===== src/hw/rtl/ntclin_alu.sv =====
// ntclin_alu: shared signed subtractor with greater-or-equal flag, used for
// the clamp checks, the segment search, the offset and width and the divide steps.
// No dependencies.

module ntclin_alu #(
	parameter int W = 32
) (
	input  logic signed [W-1:0] a,
	input  logic signed [W-1:0] b,
	output logic signed [W-1:0] diff,
	output logic                ge
);
	assign diff = a - b;
	assign ge   = ~diff[W-1];
endmodule


===== config.mk =====
export PLATFORM = sky130hd
export DESIGN_NAME = ntclin_alu
export DESIGN_NICKNAME = d
export VERILOG_FILES = /design/src/hw/rtl/ntclin_alu.sv
export SDC_FILE = /design/constraint.sdc
export NUM_CORES = 1
export LEC_CHECK = 0
export BUFFER_PORTS_ARGS = -buffer_cell sky130_fd_sc_hd__buf_2
export CAP_MARGIN = 15
export CORE_ASPECT_RATIO = 2
export CORE_MARGIN = 2
export CORE_UTILIZATION = 29
export DETAILED_ROUTE_END_ITERATION = 8
export GPL_TIMING_DRIVEN = 0
export SETUP_SLACK_MARGIN = 0.4
export SYNTH_ARGS = -nofsm -noshare
export SYNTH_HDL_FRONTEND = slang
export SYNTH_SLANG_ARGS = --single-unit
export TNS_END_PERCENT = 5

===== constraint.sdc =====
create_clock -name vclk -period 7.1
set_input_delay 0.71 -clock vclk [all_inputs]
set_output_delay 0.71 -clock vclk [all_outputs]
set_load 0.01 [all_outputs]

==> results of run 1 <==
[cell usage in the layout, fill, tap and decap left out, drive strengths merged, types with 2 or more instances in the layout]
| cell | n |
|---|---|
| nand2b | 4 |
| o311ai | 3 |
| nand4 | 8 |
| inv | 41 |
| nor2 | 23 |
| nand2 | 28 |
| xnor2 | 16 |
| a21o | 15 |
| a211oi | 2 |
| buf | 98 |
| nor2b | 3 |
| a21boi | 2 |
| o21ai | 20 |
| ha | 31 |
| a31o | 2 |
| xor2 | 12 |
| nor3 | 4 |
| a21oi | 26 |
| o21bai | 5 |
| a2111oi | 3 |
| and3 | 3 |
| o2111ai | 2 |
| o21a | 6 |
| clkbuf | 7 |
[cells by family after synthesis]
kind of cell | count (synthesis) | share of synthesized area, %
simple gates | 76 | 18.62
fa+ha+maj | 32 | 22.07
xor+xnor | 28 | 13.27
compound gates | 95 | 36.02
buf+inv | 49 | 10.02
[cell type report]
type,count,area share [%]
multi-input combinational,231,68.12
timing repair buffer,97,19.89
buffer,8,1.281
inverter,41,6.304
tap,86,4.408
[report_power, final]
| group | total, W | switching [W] | leakage, nW | internal, W |
|---|---|---|---|---|
| Sequential | 0 | 0 | 0 | 0 |
| Combinational | 0.000251 | 0.000141 | 1.36 | 0.000110 |
| Clock | 0 | 0 | 0 | 0 |
[per-layer routing]
layer  vias up  part of all wire, %  global-route usage [%]
met5         -                    0                       0
met4         0                  1.7                   2.754
met3         8                  4.7                  0.6593
met1      1016                   38                   14.51
met2        74                   56                   30.51
li1       1179                    -                       -
[tightest hold or removal path: stages]
cell and delay (ns):
buf_2 0.08, ha_1 0.11, inv_1 0.03, buf_2 0.13
[path summary, 6_finish.rpt]
check | startpoint | end | cells past startpoint
setup / recovery | a[0] | diff[30] | 12
hold / removal | b[0] | diff[0] | 4
[stage by stage]
step	cells	area (µm²)	utilization, %
finish	463	2441	39.00
detailed placement	463	2441	39.00
CTS	463	2441	39.00
global route	463	2441	39.00
global placement	463	2441	39.00
floorplan	280	1848	-
==> results by group, run 1 <==
Finish
  – Final-layout clock buffer total: 0
  – Final nets: 475
  – FF/Latch Area: 0 µm²
  – N_diodes: 0
  – Multi-input gate area in the final layout: 0.001663 mm²
  – Fillers: 710
  – Seq Cell Count: 0
  – Area growth, synth to finish: 32.09%
  – Share of cells above drive strength 1: 27.85%

Timing
  – Slew Limit Fails: 0
  – Final TNS setup: 0 ns
  – Hold Fails Final Rpt: 0
  – WHS: 1.762 ns
  – Final setup violating endpoints: 0
  – Worst slew margin: 66.53%
  – Tcrit/Tclk final: 51.26%
  – Unrepaired setup endpoints after global routing: no
  – Min cycle time layout: 3.639 ns
  – Worst-margin pin slew: 0.4968 ns
  – Final WS setup: 3.461 ns
  – Peak Freq: 274.8 MHz

Die
  – IO Pins: 97
  – Core Area: 0.006259 mm²
  – Rows: 41
  – Starting density of the core: 29.53%
  – Die width: 60.45 µm
  – Chip height: 116.9 µm
  – DIE AREA: 0.007065 mm²

Drt
  – Vias per cell: 4.918
  – DRT Pass-1 Iters: 4
  – Via count: 2277
  – Drt initial violations: 76
  – Drt drc: 0
  – Routed length per instance: 11.57 µm
  – Final WL: 5358 µm
  – Number of routed nets with antenna violations: 0

Setup path
  – Worst setup EP type: output pin
  – Crit-path max cell delay: 0.41 ns
  – Crit path buf inv count: 3
  – Crit path kind: in2out
  – Critical path data required time: 6.39 ns
  – Startpoint types: primary input
  – Critical path, cell by cell: buf_2 -> inv_1 -> ha_1 -> fa_1 -> nor2b_1 -> o2111ai_1 -> nand2_1 -> a31o_4 -> a21oi_2 -> o311ai_1 -> xor2_1 -> buf_2
  – Critical path peak fanout: 3
  – Most used cell, CP: buf_2
  – Critical path's top delay family: compound AO/OA/AOI/OAI gates
  – Arr. time, crit path: 2.93 ns
  – Slowest cell on crit path: fa_1

Global route
  – Overall Global Routing Usage: 14.41%
  – First-pass GRT wire length: 8418 µm
  – Largest net degree at the start of global routing: 10
  – GRT Residual Overflow: 0
  – Vias in the first global route: 2135
  – Initial antenna violation count: 0

Clocking
  – Postcts setup bufs: 0
  – Hold buffers post-CTS: 0
  – Post-cts gate resize count: 0

Synth
  – Post-Syn Area per Cell: 6.600 µm²
  – Synth cell types: 42
  – Synth warn: 0
  – Area leader, netlist: ha_1
  – Synth Instances: 280
  – Most frequent cell after synthesis: inv_1
  – Largest cells by area after synthesis: ha_1 (21%), inv_1 (8.3%), xnor2_1 (7.6%)
  – Top cell type's share of synthesized area: 20.99%
  – Top cells by count, synth: inv_1 (41), ha_1 (31), nand2_1 (28)
  – Mapped Area: 0.001848 mm²
  – Mapped Nets: 376
  – Register area share after synthesis: 0%

Placement
  – Place WS: 3.455 ns
  – Hpwl dp: 4712 µm
  – RePlAce Congestion: 0.8869
  – Port bufs: 97

Power
  – Pleak: 1.361 nW
  – PD cells: 102.8 mW/mm²
  – Final total power: 0.0002508 W
  – Maximum vdd drop: 0.03935 mV

Hold path
  – Hold Path Class: in2out

Run
  – Max Cap Viol: 0

Run status
  – Status: finished, final reports clean
No activity file was read; power rests on OpenSTA's default activity.
==> inputs of run 2 (changes only) <==
- ABC_AREA: not set -> 1
- clock period: 7.1 -> 3.46 ns (I/O delays scaled with it)
==> run 2 against run 1 <==
Against the previous run: cell count grew 59%; worst setup slack lost 2.5 ns; first-iteration DRC count grew 55%; die area grew 34%; critical path depth grew 2; power grew 120%; critical path type unchanged.
==> results by group, run 2 <==
Run status
  – Status: finished, final reports clean

Timing
  – Peak Freq: 406.9 MHz
  – Unrepaired setup endpoints after global routing: no
  – Slew Limit Fails: 0 (unchanged)
  – Final TNS setup: 0 ns (unchanged)
  – Worst-margin pin slew: 0.3024 ns (-0.1943 ns)
  – Final setup violating endpoints: 0 (unchanged)
  – Worst slew margin: 79.84% (+13 points)
  – Min cycle time layout: 2.458 ns
  – Hold Fails Final Rpt: 0 (unchanged)
  – Tcrit/Tclk final: 71.03%

Global route
  – M3 GR Usage: 0.9673% (+0.31 points)
  – Global routing's busiest layer: met2
  – M2 GR Usage: 34.50% (+4.0 points)
  – Overall Global Routing Usage: 16.53% (+2.1 points)
  – Met1 GRT Util: 16.94% (+2.4 points)
  – First-pass GRT wire length: 13050 µm (+55%)
  – Vias in the first global route: 3049 (+43%)
  – Initial antenna violation count: 0 (unchanged)
  – Largest net degree at the start of global routing: 7 (-3)
  – GRT Residual Overflow: 0 (unchanged)

Run
  – Max Cap Viol: 0 (unchanged)

Drt
  – DRT Pass-1 Iters: 5 (+1)
  – Final WL: 7787 µm (+45%)
  – Drt initial violations: 118 (+55%)
  – Via count: 3178 (+40%)
  – Vias per cell: 4.324 (-12%)
  – Drt drc: 0 (unchanged)
  – Number of routed nets with antenna violations: 0 (unchanged)
  – Routed length per instance: 10.59 µm (-8.4%)

Setup path
  – Critical path data required time: 3.11 ns (-3.28 ns)
  – Critical path peak fanout: 3 (unchanged)
  – Startpoint types: primary input
  – Crit path kind: in2out
  – Arr. time, crit path: 2.11 ns (-0.82 ns)
  – Worst setup EP type: output pin

Finish
  – FF/Latch Area: 0 µm² (unchanged)
  – N_diodes: 0 (unchanged)
  – Commonest cells after routing, fill and taps aside: nand2_1 (230), inv_1 (149), buf_2 (97)
  – Final-layout clock buffer total: 0 (unchanged)
  – Final nets: 733 (+54%)
  – Most common cell after layout, fill and taps aside: nand2_1
  – Area growth, synth to finish: 24.25%
  – Design area: 0.003128 mm² (+28%)
  – Seq Cell Count: 0 (unchanged)
  – Fillers: 1000 (+41%)
  – Share of cells above drive strength 1: 17.32% (-11 points)

Synth
  – Synth Instances: 538 (+92%)
  – Area leader, netlist: nand2_1
  – Most frequent cell after synthesis: nand2_1
  – Top cells by count, synth: nand2_1 (230), inv_1 (149), nor2_1 (40)
  – Post-Syn Area per Cell: 4.679 µm² (-29%)
  – Largest cells by area after synthesis: nand2_1 (34%), inv_1 (22%), ha_1 (15%)
  – Register area share after synthesis: 0% (unchanged)
  – Synth warn: 0 (unchanged)
  – Mapped Nets: 634 (+69%)
  – Synth cell types: 19 (-55%)
  – Mapped Area: 0.002517 mm² (+36%)
  – Top cell type's share of synthesized area: 34.29% (+13 points)

Placement
  – Port bufs: 97 (unchanged)
  – Placed cell area: 0.003128 mm² (+28%)
  – Hpwl dp: 7267 µm (+54%)
  – RePlAce Congestion: 0.9413 (+6.1%)

Clocking
  – Post-cts gate resize count: 0 (unchanged)
  – Hold buffers post-CTS: 0 (unchanged)
  – Postcts setup bufs: 0 (unchanged)

Die
  – IO Pins: 97 (unchanged)
  – Starting density of the core: 29.52% (about the same)
  – DIE AREA: 0.009487 mm² (+34%)
  – Rows: 48 (+17%)
  – Chip height: 135.8 µm (+16%)
  – Core Area: 0.008528 mm² (+36%)
  – Die width: 69.88 µm (+16%)

Power
  – Pleak: 2.319 nW (+70%)
  – Maximum vdd drop: 0.06750 mV (+72%)
  – PD cells: 179.6 mW/mm² (+75%)

Hold path
  – Hold Path Class: in2out
[run 2: changes by cell type after synthesis, moves of 7 or more]
cell	change
nand2_1	+202
nor2_1	+17
inv_1	+108
nand2_2	+9
nand3_1	+25
a21o_1	-14
clkbuf_1	-7
o21ai_0	-15
xnor2_1	-14
[run 2: layer usage]
metal / vias up / wire length (µm) / share of wire, %
li1: 1763 / - / -
met5: - / 0 / 0
met2: 106 / 4190 / 54
met3: 18 / 403 / 5.2
met4: 0 / 256 / 3.3
met1: 1291 / 2937 / 38
[run 2: layout make-up]
cell class / instances / area [µm²] / share of cell area, %
Timing Repair Buffer: 97 / 485.5 / 15.52
Multi-Input combinational cell: 389 / 1958 / 62.60
Tap cell: 100 / 125.1 / 4.000
Inverter: 149 / 559.3 / 17.88
[run 2: per-stage QoR]
step	utilization [%]	power, W	hold WS, ns	worst slack, ns	cells
CTS	36.68	0.0005701	1.033	1.040	735
global route	36.68	0.0006404	1.055	0.8207	735
global placement	36.68	0.0005633	1.026	1.049	735
detailed placement	36.68	0.0005680	1.032	1.041	735
finish	36.68	0.0005616	1.028	1.002	735
floorplan	-	0.0003680	0.8403	1.431	538
[run 2: logic make-up after synthesis]
kind of cell	Yosys count	synth area share, %
buf+inv	149	22.22
simple gates	317	50.85
xor+xnor	15	5.219
compound gates	25	5.517
fa+ha+maj	32	16.20
[run 2: worst max-delay path, cell delays in order]
cell,delay [ns]
buf_2,0.07
inv_1,0.03
ha_1,0.22
fa_1,0.43
inv_1,0.13
nand3_1,0.08
nand3_1,0.15
nand3_1,0.09
nand3_1,0.16
nand2_1,0.10
nand2_1,0.08
nand2_1,0.05
nand2_1,0.04
buf_2,0.12
[run 2: final timing paths]
check | startpoint | endpoint | slack [ns] | cells after the start
max | a[0] | diff[28] | 1.00 | 14
min | b[0] | diff[0] | 1.03 | 4
[run 2: report_power, final]
| part | total, W | internal, W | leakage, nW | switching (W) |
|---|---|---|---|---|
| clock network | 0 | 0 | 0 | 0 |
| logic | 0.000562 | 0.000219 | 2.32 | 0.000343 |
| registers | 0 | 0 | 0 | 0 |
| total | 0.000562 | 0.000219 | 2.32 | 0.000343 |
